==> src/rtl/pulse_beat_counter_core_defines.svh <==
// Assertion macros shared by the pulse beat counter RTL.
`ifndef PULSE_BEAT_COUNTER_CORE_DEFINES_SVH
`define PULSE_BEAT_COUNTER_CORE_DEFINES_SVH

// Checked on every rising edge of i_clk while the block is out of reset.
`define PBC_ASSERT(label, prop, msg) \
    label: assert property (@(posedge i_clk) disable iff (!i_rst_n) prop) else $error(msg);

// Checked on every rising edge of i_clk, reset cycles included.
`define PBC_ASSERT_RST(label, prop, msg) \
    label: assert property (@(posedge i_clk) prop) else $error(msg);

`endif

==> src/rtl/pbc_pkg.sv <==
// Shared types and constants of the pulse beat counter.
package pbc_pkg;

    localparam int IDX_W   = 5;
    localparam int VAL_W   = 10;
    localparam int HEART_W = 11;
    localparam int ADD_W   = 2;
    localparam int COUNT_W = 16;
    localparam int THR_W   = 11;

    localparam int IN_DATA_W  = 16;
    localparam int IN_USER_W  = 1;
    localparam int OUT_DATA_W = 32;
    localparam int OUT_PAD_W  = OUT_DATA_W - HEART_W - ADD_W - COUNT_W;

    localparam logic signed [THR_W-1:0]   THR_RESET     = 11'sd3;
    localparam logic signed [HEART_W-1:0] ARM_BELOW_LVL = -11'sd2;
    localparam logic signed [HEART_W-1:0] FIRE_BELOW_LVL = 11'sd0;

    // One input word as it sits in the first pipeline register.
    typedef struct packed {
        logic [IDX_W-1:0] slot;
        logic [VAL_W-1:0] value;
        logic             clear;
    } t_item;

endpackage

==> src/rtl/pbc_window.sv <==
// Sample window memory, running window sum and window mean.
`include "pulse_beat_counter_core_defines.svh"

module pbc_window #(
    parameter int WINDOW_SIZE = 32
) (
    input  logic                        i_clk,
    input  logic                        i_rst_n,
    input  logic                        i_rd_en,
    input  logic [pbc_pkg::IDX_W-1:0]   i_rd_slot,
    input  logic                        i_adv,
    input  pbc_pkg::t_item              i_s1,
    output logic [pbc_pkg::VAL_W-1:0]   o_mean
);

    localparam int AW      = $clog2(WINDOW_SIZE);
    localparam int SUM_MAX = WINDOW_SIZE * 1023;
    localparam int SW      = $clog2(SUM_MAX + 1);
    // Floor division by the window size as a multiply by a rounded-up
    // reciprocal; exact for every sum of SW bits.
    localparam int SHIFT   = SW + AW;
    localparam int MULT    = ((2 ** SHIFT) + WINDOW_SIZE - 1) / WINDOW_SIZE;
    localparam int MW      = SW + 1;
    localparam int PW      = SW + MW;

    logic [pbc_pkg::VAL_W-1:0] r_mem [WINDOW_SIZE];
    logic [WINDOW_SIZE-1:0]    r_wvld;
    logic [pbc_pkg::VAL_W-1:0] r_rd_data;
    logic                      r_rd_vld;
    logic                      r_lw_vld;
    logic [AW-1:0]             r_lw_addr;
    logic [pbc_pkg::VAL_W-1:0] r_lw_data;
    logic [SW-1:0]             r_sum;
    logic [SW-1:0]             n_sum;

    logic                      rd_in_range;
    logic [AW-1:0]             rd_addr;
    logic                      s1_in_range;
    logic [AW-1:0]             s1_addr;
    logic [pbc_pkg::VAL_W-1:0] old_val;
    logic [PW-1:0]             prod;

    assign rd_in_range = 32'(i_rd_slot) < WINDOW_SIZE;
    assign rd_addr     = AW'(i_rd_slot);
    assign s1_in_range = 32'(i_s1.slot) < WINDOW_SIZE;
    assign s1_addr     = AW'(i_s1.slot);

    // The read for a word happens when it is taken in; a write of the word
    // ahead of it may land at that same edge, so the last write is forwarded.
    always_comb begin
        if (r_lw_vld && (r_lw_addr == s1_addr)) begin
            old_val = r_lw_data;
        end else if (r_rd_vld) begin
            old_val = r_rd_data;
        end else begin
            old_val = '0;
        end
    end

    always_comb begin
        if (s1_in_range) begin
            n_sum = r_sum - SW'(old_val) + SW'(i_s1.value);
        end else begin
            n_sum = r_sum;
        end
    end

    assign prod   = PW'(n_sum) * PW'(MULT);
    assign o_mean = pbc_pkg::VAL_W'(prod >> SHIFT);

    always_ff @(posedge i_clk) begin
        if (i_adv && s1_in_range) begin
            r_mem[s1_addr] <= i_s1.value;
        end
        if (i_rd_en && rd_in_range) begin
            r_rd_data <= r_mem[rd_addr];
        end
        if (i_adv) begin
            r_lw_addr <= s1_addr;
            r_lw_data <= i_s1.value;
        end
    end

    always_ff @(posedge i_clk) begin
        if (!i_rst_n) begin
            r_wvld   <= '0;
            r_rd_vld <= 1'b0;
            r_lw_vld <= 1'b0;
            r_sum    <= '0;
        end else begin
            if (i_rd_en) begin
                r_rd_vld <= rd_in_range && r_wvld[rd_addr];
            end
            if (i_adv) begin
                r_lw_vld <= s1_in_range;
                r_sum    <= n_sum;
                if (s1_in_range) begin
                    r_wvld[s1_addr] <= 1'b1;
                end
            end
        end
    end

    `PBC_ASSERT(a_sum_bound, r_sum <= SW'(SUM_MAX), "window sum exceeds full-scale window")

endmodule

==> src/rtl/pbc_detect.sv <==
// Crossing detectors and the saturating beat count.
`include "pulse_beat_counter_core_defines.svh"

module pbc_detect (
    input  logic                                i_clk,
    input  logic                                i_rst_n,
    input  logic                                i_adv,
    input  logic signed [pbc_pkg::HEART_W-1:0]  i_heart,
    input  logic                                i_clear,
    input  logic signed [pbc_pkg::THR_W-1:0]    i_threshold,
    output logic [pbc_pkg::ADD_W-1:0]           o_added,
    output logic [pbc_pkg::COUNT_W-1:0]         o_total
);

    logic                          r_armed_above;
    logic                          r_armed_below;
    logic [pbc_pkg::COUNT_W-1:0]   r_count;

    logic                          arm_a;
    logic                          hit_a;
    logic                          arm_b;
    logic                          hit_b;
    logic [pbc_pkg::COUNT_W-1:0]   base;
    logic [pbc_pkg::COUNT_W:0]     grown;

    assign arm_a = r_armed_above || (i_heart > i_threshold);
    assign hit_a = arm_a && (i_heart < i_threshold);
    assign arm_b = r_armed_below || (i_heart < pbc_pkg::ARM_BELOW_LVL);
    assign hit_b = arm_b && (i_heart > pbc_pkg::FIRE_BELOW_LVL);

    assign o_added = pbc_pkg::ADD_W'(hit_a) + pbc_pkg::ADD_W'(hit_b);

    // Clearing comes first, then both increments, stopping at full scale.
    assign base    = i_clear ? '0 : r_count;
    assign grown   = {1'b0, base} + (pbc_pkg::COUNT_W + 1)'(o_added);
    assign o_total = grown[pbc_pkg::COUNT_W] ? '1 : grown[pbc_pkg::COUNT_W-1:0];

    always_ff @(posedge i_clk) begin
        if (!i_rst_n) begin
            r_armed_above <= 1'b0;
            r_armed_below <= 1'b0;
            r_count       <= '0;
        end else if (i_adv) begin
            r_armed_above <= arm_a && !hit_a;
            r_armed_below <= arm_b && !hit_b;
            r_count       <= o_total;
        end
    end

    `PBC_ASSERT(a_count_monotone, (i_adv && !i_clear) |=> (r_count >= $past(r_count)), "beat count fell without a clear")

endmodule

==> src/rtl/pulse_beat_counter_core.sv <==
// Top level of the pulse beat counter: ports, pipeline registers, heart value.
//
//  Channel   Direction  Payload                                   Handshake
//  s_axis    in         tdata: sample_index, sample_value         tvalid/tready
//                       tuser: clear_count
//  m_axis    out        tdata: heart_value, beats_added,          tvalid/tready
//                       beat_total
//  cfg       in         beat_threshold                            write enable
//
// A word is taken into the first pipeline register, where the window slot is
// read from the sample memory, and its result is formed from that register
// and held in the output register when the word moves on; one word per cycle
// is sustained while the output is taken, set by the single read and write
// port of the sample memory and the update of the running window sum.
// Reset is synchronous and active low; it empties both pipeline registers,
// clears the window sum, the detector flags and the beat count, marks every
// window slot as holding zero and sets the threshold to 3.
// While the output word is not taken the first register holds its word, and
// a new word is refused only when both registers are full.
`include "pulse_beat_counter_core_defines.svh"

module pulse_beat_counter_core #(
    parameter int WINDOW_SIZE = 32
) (
    input  logic                              i_clk,
    input  logic                              i_rst_n,
    input  logic                              i_cfg_we,
    input  logic [pbc_pkg::THR_W-1:0]         i_cfg_wdata,      // beat_threshold
    input  logic                              i_s_axis_tvalid,
    output logic                              o_s_axis_tready,
    input  logic [pbc_pkg::IN_DATA_W-1:0]     i_s_axis_tdata,   // sample_index, sample_value
    input  logic [pbc_pkg::IN_USER_W-1:0]     i_s_axis_tuser,   // clear_count
    output logic                              o_m_axis_tvalid,
    input  logic                              i_m_axis_tready,
    output logic [pbc_pkg::OUT_DATA_W-1:0]    o_m_axis_tdata    // heart_value, beats_added,
                                                                // beat_total
);

    logic signed [pbc_pkg::THR_W-1:0]   r_thr;
    logic                               r_s1_vld;
    pbc_pkg::t_item                     r_s1;
    logic                               r_out_vld;
    logic signed [pbc_pkg::HEART_W-1:0] r_out_heart;
    logic [pbc_pkg::ADD_W-1:0]          r_out_added;
    logic [pbc_pkg::COUNT_W-1:0]        r_out_total;

    pbc_pkg::t_item                     n_item;
    logic                               adv;
    logic                               accept;
    logic [pbc_pkg::VAL_W-1:0]          mean;
    logic signed [pbc_pkg::HEART_W-1:0] n_heart;
    logic [pbc_pkg::ADD_W-1:0]          n_added;
    logic [pbc_pkg::COUNT_W-1:0]        n_total;

    // The word in the first register moves on whenever the output register
    // is empty or is being emptied in this cycle.
    assign adv             = r_s1_vld && (!r_out_vld || i_m_axis_tready);
    assign o_s_axis_tready = !r_s1_vld || adv;
    assign accept          = i_s_axis_tvalid && o_s_axis_tready;

    assign n_item.slot  = i_s_axis_tdata[pbc_pkg::IDX_W-1:0];
    assign n_item.value = i_s_axis_tdata[pbc_pkg::IDX_W +: pbc_pkg::VAL_W];
    assign n_item.clear = i_s_axis_tuser[0];

    pbc_window #(
        .WINDOW_SIZE (WINDOW_SIZE)
    ) u_window (
        .i_clk     (i_clk),
        .i_rst_n   (i_rst_n),
        .i_rd_en   (accept),
        .i_rd_slot (n_item.slot),
        .i_adv     (adv),
        .i_s1      (r_s1),
        .o_mean    (mean)
    );

    // Both operands fit in ten bits, so the difference always fits in eleven.
    assign n_heart = $signed({1'b0, r_s1.value}) - $signed({1'b0, mean});

    pbc_detect u_detect (
        .i_clk       (i_clk),
        .i_rst_n     (i_rst_n),
        .i_adv       (adv),
        .i_heart     (n_heart),
        .i_clear     (r_s1.clear),
        .i_threshold (r_thr),
        .o_added     (n_added),
        .o_total     (n_total)
    );

    always_ff @(posedge i_clk) begin
        if (accept) begin
            r_s1 <= n_item;
        end
        if (adv) begin
            r_out_heart <= n_heart;
            r_out_added <= n_added;
            r_out_total <= n_total;
        end
    end

    always_ff @(posedge i_clk) begin
        if (!i_rst_n) begin
            r_thr     <= pbc_pkg::THR_RESET;
            r_s1_vld  <= 1'b0;
            r_out_vld <= 1'b0;
        end else begin
            if (i_cfg_we) begin
                r_thr <= $signed(i_cfg_wdata);
            end
            if (accept) begin
                r_s1_vld <= 1'b1;
            end else if (adv) begin
                r_s1_vld <= 1'b0;
            end
            if (adv) begin
                r_out_vld <= 1'b1;
            end else if (i_m_axis_tready) begin
                r_out_vld <= 1'b0;
            end
        end
    end

    assign o_m_axis_tvalid = r_out_vld;
    assign o_m_axis_tdata  = {{pbc_pkg::OUT_PAD_W{1'b0}}, r_out_total, r_out_added,
                              r_out_heart};

    `PBC_ASSERT_RST(a_reset_empties, !i_rst_n |=> (!r_s1_vld && !r_out_vld), "pipeline not empty after reset")
    `PBC_ASSERT(a_full_stall_refuses, (r_s1_vld && r_out_vld && !i_m_axis_tready) |-> !o_s_axis_tready, "word taken while both registers are full and stalled")

endmodule
==> config.mk <==
export PLATFORM = sky130hd
export DESIGN_NAME = pulse_beat_counter_core
export DESIGN_NICKNAME = d
export VERILOG_FILES = /design/src/rtl/pbc_pkg.sv /design/src/rtl/pbc_window.sv /design/src/rtl/pbc_detect.sv /design/src/rtl/pulse_beat_counter_core.sv
export VERILOG_INCLUDE_DIRS = /design/src /design/src/rtl
export SDC_FILE = /design/constraint.sdc
export NUM_CORES = 1
export LEC_CHECK = 0
export BUFFER_PORTS_ARGS = -buffer_cell sky130_fd_sc_hd__buf_2
export CAP_MARGIN = 25
export CORE_MARGIN = 3
export CORE_UTILIZATION = 62
export CTS_BUF_LIST = sky130_fd_sc_hd__clkbuf_2 sky130_fd_sc_hd__clkbuf_4 sky130_fd_sc_hd__clkbuf_8
export CTS_CLUSTER_DIAMETER = 50
export DETAILED_ROUTE_END_ITERATION = 6
export PLACE_DENSITY = 0.8
export SYNTH_ARGS = -nofsm -noshare
export SYNTH_HDL_FRONTEND = slang
export SYNTH_SLANG_ARGS = --single-unit
==> constraint.sdc <==
create_clock -name i_clk -period 20.9 [get_ports i_clk]
set_clock_uncertainty 0.15 [all_clocks]
set_input_delay 1.045 -clock i_clk [delete_from_list [all_inputs] [get_ports i_clk]]
set_output_delay 1.045 -clock i_clk [all_outputs]
set_load 0.1 [all_outputs]
Word-level counts from Yosys, hierarchy flattened

Memory sizes are Yosys's and may differ from the RTL's. A register that Yosys moved wholly into a read port is not among the register bits.
Index checks and enable logic that the tools add are counted.

Equal/unequal tests: 1
Add/subtract/negate cells: 5
Reductions and logical operators: 18
Muxes and demuxes: 14
Magnitude comparators: 7
Bitwise logic cells: 1

Operators with widths:

| kind                  | count |
|---|---|
| $mux W16              | 2 |
| $or A32 B32 Y32       | 1 |
| $mux W10              | 2 |
| $add A16 B2 Y17       | 1 |
| $add A15 B10 Y15      | 1 |
| $sub A15 B10 Y15      | 1 |
| $lt A5 B6 Y1 const B  | 2 |
| $gt A11 B1 Y1 const B | 1 |
| $gt A11 B11 Y1        | 1 |
| $lt A11 B11 Y1        | 1 |
| $lt A11 B2 Y1 const B | 1 |
| $sub A10 B10 Y11      | 1 |
| $logic_and A1 B1 Y1   | 8 |
| $mux W1               | 8 |
| $bmux W1 S5           | 1 |
| $demux W1 S5          | 1 |
| $eq A5 B5 Y1          | 1 |
| $ge A5 B1 Y1 const B  | 1 |
| $logic_not A1 Y1      | 4 |
| $logic_or A1 B1 Y1    | 4 |
| $reduce_bool A2 Y1    | 2 |
| $add A1 B1 Y2         | 1 |

Output and inout bits: 34
Memory bits (writable): 320
Input port bits: 33
Memories: 1
Register bits after elaboration: 140

Memory list:

| memory         | words | bits a word | read ports | clocked after Yosys merged registers in | write ports | RTL line         | RTL |
|---|---|---|---|---|---|---|---|
| u_window.r_mem | 32    | 10          | 1          | 1                                       | 1           | pbc_window.sv:26 | `logic [pbc_pkg::VAL_W-1:0] r_mem [WINDOW_SIZE];` |

Depth between registers and ports, before layout

Gate-level depths: netlist of run 1.

Word-level depth: 12
Depth in mapped cells: 44
Depth with buffers taken out: 40

Modules after synthesis

A second synthesis of run 1 with hierarchy kept.

Cell total of the unflattened synthesis: 1262
Area total of the unflattened synthesis: 20369.5 µm²

By module, submodules not included:

| module                  | area each (µm²) | instances | sequential area each (µm²) | cells each |
|---|---|---|---|---|
| pbc_window              | 16146.7         | 1         | 11340.9                    | 867 |
| pulse_beat_counter_core | 2333.5          | 1         | 1611.5                     | 155 |
| pbc_detect              | 1889.3          | 1         | 360.3                      | 240 |

Worst setup path before layout of run 1

No wires, ideal clock.

Kind: register to register
From: register r_s1[15] (netlist name)
To: register u_detect.r_count[1] (netlist name)
Slack: 11925 ps
Library setup time: 70 ps
Cell stages (with the launch flop): 43
Data arrival time: 8755 ps
Buffers on the path: 4
Cells stage by stage: edfxtp_1 > clkbuf_1 > xor2_1 > nor4_1 > and3_1 > clkbuf_1 > nor2_1 > a21oi_1 > fa_1 > ha_1 > a21o_1 > a31o_2 > nor2_2 > xnor2_1 > ha_1 > inv_1 > fa_1 > a21o_1 > (+7 left out) > a21o_1 > o31a_2 > a22oi_1 > o21bai_1 > a21boi_1 > ha_1 > ha_1 > inv_1 > fa_1 > nor4_1 > nor2b_1 > nand3_1 > or3b_2 > clkbuf_1 > buf_2 > nand2_1 > nand2_1 > a21oi_1

Longest elaborated chain between the ends: 12

Ends and longest elaborated chain:

| what                                                   | RTL line                           | RTL |
|---|---|---|
| start: declaration                                     | pulse_beat_counter_core.sv:41      | `pbc_pkg::t_item r_s1;` |
| start signal: assignment                               | pulse_beat_counter_core.sv:93      | `r_s1 <= n_item;` |
| $eq A5 B5 Y1 (*)                                       | pbc_window.sv:51                   | `if (r_lw_vld && (r_lw_addr == s1_addr)) begin` |
| $logic_and A1 B1 Y1 (*)                                | pbc_window.sv:51                   |  |
| $mux W10 (*)                                           | pbc_window.sv:51                   |  |
| $sub A15 B10 Y15 (*)                                   | pbc_window.sv:62                   | `n_sum = r_sum - SW'(old_val) + SW'(i_s1.value);` |
| $add A15 B10 Y15 (*)                                   | pbc_window.sv:62                   |  |
| named net mean, one bit                                | pulse_beat_counter_core.sv:50      | `logic [pbc_pkg::VAL_W-1:0] mean;` |
| $sub A10 B10 Y11 (*)                                   | pulse_beat_counter_core.sv:78      | `assign n_heart = $signed({1'b0, r_s1.value}) - $signed({1'b0, mean});` |
| $gt A11 B11 Y1 / $lt A11 B2 Y1 (equally long branches) | pbc_detect.sv:26, pbc_detect.sv:28 |  |
| $logic_or A1 B1 Y1 (on tied branches)                  | pbc_detect.sv:26, pbc_detect.sv:28 |  |
| $logic_and A1 B1 Y1 (on tied branches)                 | pbc_detect.sv:27, pbc_detect.sv:29 |  |
| $add A1 B1 Y2 (*)                                      | pbc_detect.sv:31                   | `assign o_added = pbc_pkg::ADD_W'(hit_a) + pbc_pkg::ADD_W'(hit_b);` |
| named net n_added, one bit                             | pulse_beat_counter_core.sv:52      | `logic [pbc_pkg::ADD_W-1:0] n_added;` |
| $add A16 B2 Y17 (*)                                    | pbc_detect.sv:35                   | `assign grown = {1'b0, base} + (pbc_pkg::COUNT_W + 1)'(o_added);` |
| $mux W16 (*)                                           | pbc_detect.sv:36                   | `assign o_total = grown[pbc_pkg::COUNT_W] ? '1 : grown[pbc_pkg::COUNT_W-1:0];` |
| named net n_total, one bit                             | pulse_beat_counter_core.sv:53      | `logic [pbc_pkg::COUNT_W-1:0] n_total;` |
| end signal: assignment                                 | pbc_detect.sv:46                   | `r_count <= o_total;` |
| end: declaration                                       | pbc_detect.sv:17                   | `logic [pbc_pkg::COUNT_W-1:0] r_count;` |

The timed path passes the listed nets; every way through them passes the cells marked *.
A chain may end at the register's enable or synchronous reset.

Final worst setup path of run 1

From: register r_s1[15] (netlist name)
To: register u_detect.r_count[4] (netlist name)

Same word-level chain as after synthesis.

==> results.md, run 1 <==
- Syn Std Cell Area: 19,700 µm²
- Wire per inst: 21.67 µm
- Ratio of cells with drive above 1 in the final layout: 27.08%
- Leakage: 7.656 nW
- Synth warn: 0
- Post-CTS Setup Bufs: 0
- Crit path time final: 10.38 ns
- Critical path data required time: 21.25 ns
- CP Class: reg -> reg
- Vias: 10,695
- Max Freq: 96.31 MHz
- Critical Path End: u_detect.r_count[4]$_SDFFE_PN0P_
- Area delta synth->final: 12.28%
- 1st-pass router iterations: 5
- Area leader, netlist: edfxtp_1
- Vias in the first global route: 10,859
- Crit path from: r_s1[15]$_DFFE_PP_
- CTS tree: yes
- Sink Count: 470
- Final Max Tran Viols: 0
- Worst EP arrival: 10.73 ns
- Die Ht: 184.2 µm
- Final worst-path cycle share: 49.68%
- Worst path max stage delay: 0.63 ns
- Yosys cell types: 78
- Setup slack after layout: 10.52 ns
- Global-route wire length before repair: 60.26 mm
- Peak VDD IR: 0.00006673 V
- Row count: 64
- Critical path endpoint category: flip-flop
- Reg2Reg Setup Slack: 10.52 ns
- Layout net count: 1,395
- Final hold slack: 0.3037 ns
- CTS Hold Buffers Added: 0
- Gr ovfl total: 0
- Startpoint types: flip-flop
- Worst-path fanout max: 20
- Delay-heaviest family, CP: simple AND/OR/NAND/NOR gates
- Top FF cell, synth: edfxtp_1
- CTS root buf: clkbuf_8
- Final Hold Vio Count: 0
- Worst R2R Path Depth: 38
- Core area: 30,990 µm²
- DRC violations left: 0
- Max clock buf depth: 3
- Tot GR Track Use: 23.42%
- Status: completed
- CTS Buf Count: 74
- Number of I/O port buffers: 62
- R2R Path Start: r_s1[15]$_DFFE_PP_
- Slew of the pin with the lowest slew margin: 1.044 ns
- Fill cell count: 1,886
- Initial DRC count: 835
- Setup TNS: 0 ns
- Finish-stage setup viols: 0
- Clock slew at reported path FFs: 0.06 ns
- Die ar.: 33,940 µm²
- H-tree depth: 3
- Number of gates resized after CTS: 0
- Top Ports: 67
- DP HPWL: 24.24 mm
- Largest net degree at the start of global routing: 78
- Pwr/cell area: 110.5 nW/µm²
- Slew HR: 30.16%
- Ys async rst share: 0%
- HP Class: reg -> reg
- Antenna Cells: 0
- DP Worst Slack: 10.59 ns
- Average cell area after synthesis: 16.32 µm²
- Worst Path Buf+Inv: 2
- Yosys reg bits: 470
- Share of the synthesized area in the top cell type: 59.45%
- Initial antenna violation count: 0
- R2R Path End: u_detect.r_count[4]$_SDFFE_PN0P_
- Final wirelength: 38.50 mm
- Vias per cell: 6.019
- Post-Synthesis Cells: 1,207
- Max-cap violations: 0
- Post-synth EDFFs: 390
- DIE WIDTH: 184.2 µm
- RD Place Congestion: 0.8786
- DRT antenna net count: 0
- Register area share after synthesis: 67.59%
- Clock latency on the worst-skew pair: 0.60 ns
- Ranking of synthesized cells by area: edfxtp_1 (59%), mux4_2 (13%), dfxtp_1 (8.1%)
- Starting density of the core: 63.56%
- CP max stage cell: or3b_2
- Cell count along the critical path: 38
- Unrepaired setup endpoints after global routing: false
[cells by family after synthesis]
family	share of synthesized area, %
adder cells (fa/ha/maj)	3.367
buffers and inverters	1.804
AND/OR/NAND/NOR	6.905
other	0.01904
flip-flops	67.59
multiplexers	13.76
XOR/XNOR	2.083
AO/OA/AOI/OAI	4.472
[sequential cells by signal, summed over array words and instances (netlist names), 11 cells and up]
register          count
r_out_heart          11
r_out_total          16
r_s1                 16
r_thr                11
u_detect.r_count     16
u_window.r_mem      320
u_window.r_sum       15
u_window.r_wvld      32
[cells in the final DEF (no fill, tap or decap), types with 5 or more instances in the layout]
cell type,synthesis,final
edfxtp_1,390,390
nor2_1,173,173
mux4_2,110,110
clkbuf_8,0,86
dfxtp_1,80,80
buf_2,2,60
nand2_1,47,47
a21oi_1,41,41
inv_1,32,32
ha_1,31,31
clkbuf_4,0,30
buf_4,3,30
xnor2_1,21,21
xor2_1,14,14
o21ai_0,13,13
nand2b_1,12,12
nand3_1,12,12
nor3_1,12,12
fa_1,12,12
mux2_2,11,11
mux2i_1,11,11
a21o_1,10,10
clkinv_2,0,10
a211oi_1,8,8
nor2b_1,6,6
o21bai_1,6,6
clkinv_1,1,6
a31oi_1,5,5
o211ai_1,5,5
or3_1,5,5
xnor2_2,5,5
[metal layers]
layer	wire length (µm)	track usage, %	vias up	share of wire [%]
met1	16250	32.39	5349	42
met5	0	0	-	0
li1	-	-	4883	-
met3	2906	5.921	63	7.5
met4	1012	8.890	0	2.6
met2	18340	36.73	400	48
[synth_stat cells (all sizes together), types with 4 or more instances]
master,count
ha,31
fa,12
nand2b,13
xnor2,26
mux2,11
nand3b,4
a31oi,5
a21o,10
a211oi,10
dfxtp,80
and3,5
mux4,110
xor2,14
a21oi,41
edfxtp,390
nor3,13
o21bai,6
or3,5
clkbuf,43
nand2,47
o21ai,15
nor2,174
nand3,12
mux2i,11
o211ai,6
inv,33
and2,4
or2,4
nand4,4
nor2b,6
o21a,4
buf,14
[report_power, final]
| group | internal (mW) | switching (mW) |
|---|---|---|
| clock | 0.469 | 0.344 |
| sequential | 1.06 | 0.0139 |
| combinational | 0.209 | 0.354 |
| total | 1.73 | 0.712 |
[worst min-delay path by stage]
| stage | start | end | slack, ns | cells after the start |
|---|---|---|---|---|
| after floorplan | r_s1[13]$_DFFE_PP_ | u_window.r_lw_addr[2]$_DFFE_PP_ | 0.27 | 0 |
| after global placement | u_window.r_lw_vld$_SDFFE_PN0P_ | u_window.r_lw_vld$_SDFFE_PN0P_ | 0.29 | 2 |
| after detailed placement | u_window.r_sum[0]$_SDFFE_PN0P_ | u_window.r_sum[0]$_SDFFE_PN0P_ | 0.30 | 2 |
| after CTS | u_window.r_sum[0]$_SDFFE_PN0P_ | u_window.r_sum[0]$_SDFFE_PN0P_ | 0.30 | 2 |
| after global routing | u_window.r_sum[0]$_SDFFE_PN0P_ | u_window.r_sum[0]$_SDFFE_PN0P_ | 0.33 | 2 |
| final | u_window.r_sum[0]$_SDFFE_PN0P_ | u_window.r_sum[0]$_SDFFE_PN0P_ | 0.30 | 2 |
[final cells by class]
type	count	area, µm²	area share [%]
multi-input cells	648	6037	27.30
repair buffers	91	536.8	2.427
clock inverters	22	197.7	0.8939
clock buffers	116	1409	6.370
inverters	34	127.6	0.5771
well taps	396	495.5	2.240
flip-flops and latches	470	13310	60.19
[worst reg2reg max path, delay by kind of cell (launching register included)]
kind,cells,cell delay [ns]
AND/OR/NAND/NOR,11,3.29
AO/OA/AOI/OAI,14,2.87
adder cells (fa/ha/maj),8,2.51
XOR/XNOR,3,0.76
flip-flops,1,0.58
buffers and inverters,2,0.12
[metrics by stage]
stage | util (%) | std cells | power, mW | cell area [µm²]
floorplan | - | 1209 | 1.534 | 19710
global placement | 65.89 | 1627 | 1.629 | 20420
detailed placement | 65.96 | 1630 | 1.646 | 20440
CTS | 71.15 | 1768 | 2.458 | 22050
global route | 71.37 | 1777 | 2.557 | 22120
finish | 71.37 | 1777 | 2.445 | 22120
(Power assumes the default switching activity.)
==> run 2, diff against run 1 <==
clock period = 9.83 ns   (was 20.9 ns; I/O delays follow)
==> run 2 against run 1 <==
  * Routed wire length increased by 5.1%
  * Utilization up 1.2 points
  * First-iteration DRC count down 2.8%
  * Worst setup slack worse by 10 ns
  * Final cell count increased by 1.9%
  * Global-route usage rose by 0.82 points
  * Register-to-register slack worse by 10 ns
  * Die area unchanged
  * Cell area is 1.6% higher
  * Power up 110%
==> results.md, run 2 (synthesis gave the netlist of run 1 again) <==
- Worst path max stage delay: 0.50 ns
- CTS Buf Count: 75
- Commonest non-fill, non-tap cell in the layout: edfxtp_1
- RD Place Congestion: 0.8845
- DRT antenna net count: 0
- CTS root buf: clkbuf_8
- Setup TNS: 0 ns
- Logic pwr share: 23.8%
- Initial antenna violation count: 1
- Slew of the pin with the lowest slew margin: 1.052 ns
- Worst EP arrival: 9.67 ns
- Commonest cells after routing, fill and taps aside: edfxtp_1 (390), nor2_1 (173), mux4_2 (110), clkbuf_8 (84), dfxtp_1 (80)
- Setup slack after layout: 0.5286 ns
- Final wirelength: 40.47 mm
- Vias in the first global route: 11,080
- DRC violations left: 0
- Delay-heaviest family, CP: compound AO/OA/AOI/OAI gates
- Layout net count: 1,428
- Switching Share: 29.74%
- Final Total Pwr: 5.226 mW
- Sink Count: 470
- CP max stage cell: or3b_4
- Initial DRC count: 812
- Clock Power Share: 32.7%
- Die ar.: 33,940 µm²
- CP Class: reg -> reg
- Largest net degree at the start of global routing: 67
- Final hold slack: 0.07193 ns
- Top Ports: 67
- Most used cell, CP: ha_1
- Clock slew at reported path FFs: 0.06 ns
- Peak VDD IR: 0.0001413 V
- Wire per inst: 22.36 µm
- Worst Path Buf+Inv: 3
- Number of I/O port buffers: 62
- Slew HR: 29.62%
- Power share of the sequential group: 43.5%
- Clock latency on the worst-skew pair: 0.61 ns
- Sw Pwr: 1.554 mW
- Vias per cell: 6.078
- Worst-path fanout max: 17
- Starting density of the core: 63.56%
- Largest Register: u_window.r_mem
- Biggest regs: u_window.r_mem: 320 flops, u_window.r_wvld: 32 flops
- Startpoint types: flip-flop
- Global-route wire length before repair: 62.25 mm
- Critical path endpoint category: flip-flop
- Largest register FFs: 320
- H-tree depth: 3
- Final Hold Vio Count: 0
- Row count: 64
- Unrepaired setup endpoints after global routing: false
- 1st-pass router iterations: 5
- Gr ovfl total: 0
- Vias: 11,002
- Die Ht: 184.2 µm
- CTS tree: yes
- Final Max Tran Viols: 0
- HP Class: in -> reg
- DIE WIDTH: 184.2 µm
- Leakage: 7.801 nW
- Max Freq: 107.5 MHz
- Tot GR Track Use: 24.24%
- Max-cap violations: 0
- Pint: 3.672 mW
- Area delta synth->final: 14.10%
- Final worst-path cycle share: 94.62%
- Crit path time final: 9.301 ns
- Status: completed
- Critical path data required time: 10.19 ns
- Post-CTS Setup Bufs: 0
- Max clock buf depth: 3
- DP Worst Slack: 0.1357 ns
- Pwr/cell area: 232.5 nW/µm²
- DP HPWL: 24.94 mm
- Ratio of cells with drive above 1 in the final layout: 27.53%
- Core area: 30,990 µm²
- Finish-stage setup viols: 0
[run 2: changes by cell type in the layout (fill, tap and decap cells not counted), sizes merged]
cell         before  now
clkbuf          116  118
dlygate4sd3       0   25
diode             0    1
clkinv           17   12
bufinv            3    1
clkinvlp          1    3
inv              35   38
buf              91   98
[run 2: layout make-up]
cell class / count / area [µm²]
inverters: 34 / 127.6
fillers: 1827 / 8514
clock inverters: 20 / 176.4
multi-input cells: 648 / 6110
well taps: 396 / 495.5
clock buffers: 118 / 1411
repair buffers: 123 / 839.6
flip-flops and latches: 470 / 13310
diodes: 1 / 2.502
[run 2: worst min-delay path: stages]
cell,delay (ns)
buf_2,0.08
nor2b_1,0.06
nor2_1,0.09
nor2_1,0.04
[run 2: path summary, 6_finish.rpt]
check,start,to,slack (ns),depth (start not counted)
setup / recovery,r_s1[12]$_DFFE_PP_,u_detect.r_count[13]$_SDFFE_PN0P_,0.53,38
hold / removal,i_m_axis_tready,o_m_axis_tvalid$_SDFFE_PN0P_,0.07,4
setup reg to reg,r_s1[12]$_DFFE_PP_,u_detect.r_count[13]$_SDFFE_PN0P_,0.53,38
hold reg to reg,u_window.r_sum[0]$_SDFFE_PN0P_,u_window.r_sum[0]$_SDFFE_PN0P_,0.31,2
[run 2: metrics by stage]
| stage | util (%) | instances | cell area (µm²) |
|---|---|---|---|
| detailed placement | 66.04 | 1633 | 20460 |
| global placement | 66.04 | 1633 | 20460 |
| floorplan | - | 1209 | 19710 |
| CTS | 71.97 | 1796 | 22300 |
| finish | 72.52 | 1810 | 22480 |
| global route | 72.52 | 1810 | 22480 |
[run 2: repair_timing]
action | in CTS | in global routing
resized for setup | 0 | 13
setup endpoints to repair | 0 | 32
hold buffers | 25 | 0
endpoints found under the hold margin | 23 | 0
[run 2: power by group through the flow]
| stage | logic [mW] | registers (mW) | clock network (mW) |
|---|---|---|---|
| floorplan | 0.772 | 2.49 | 0 |
| global placement | 1.16 | 2.31 | 0 |
| detailed placement | 1.19 | 2.31 | 0 |
| CTS | 1.21 | 2.27 | 1.74 |
| global route | 1.36 | 2.28 | 1.83 |
| finish | 1.24 | 2.27 | 1.71 |
[run 2: metal layers]
layer  wire, µm  GRT usage [%]
met5          0              0
met4       1106          9.404
met3       3123          5.526
met2      19860          38.67
met1      16390          33.22
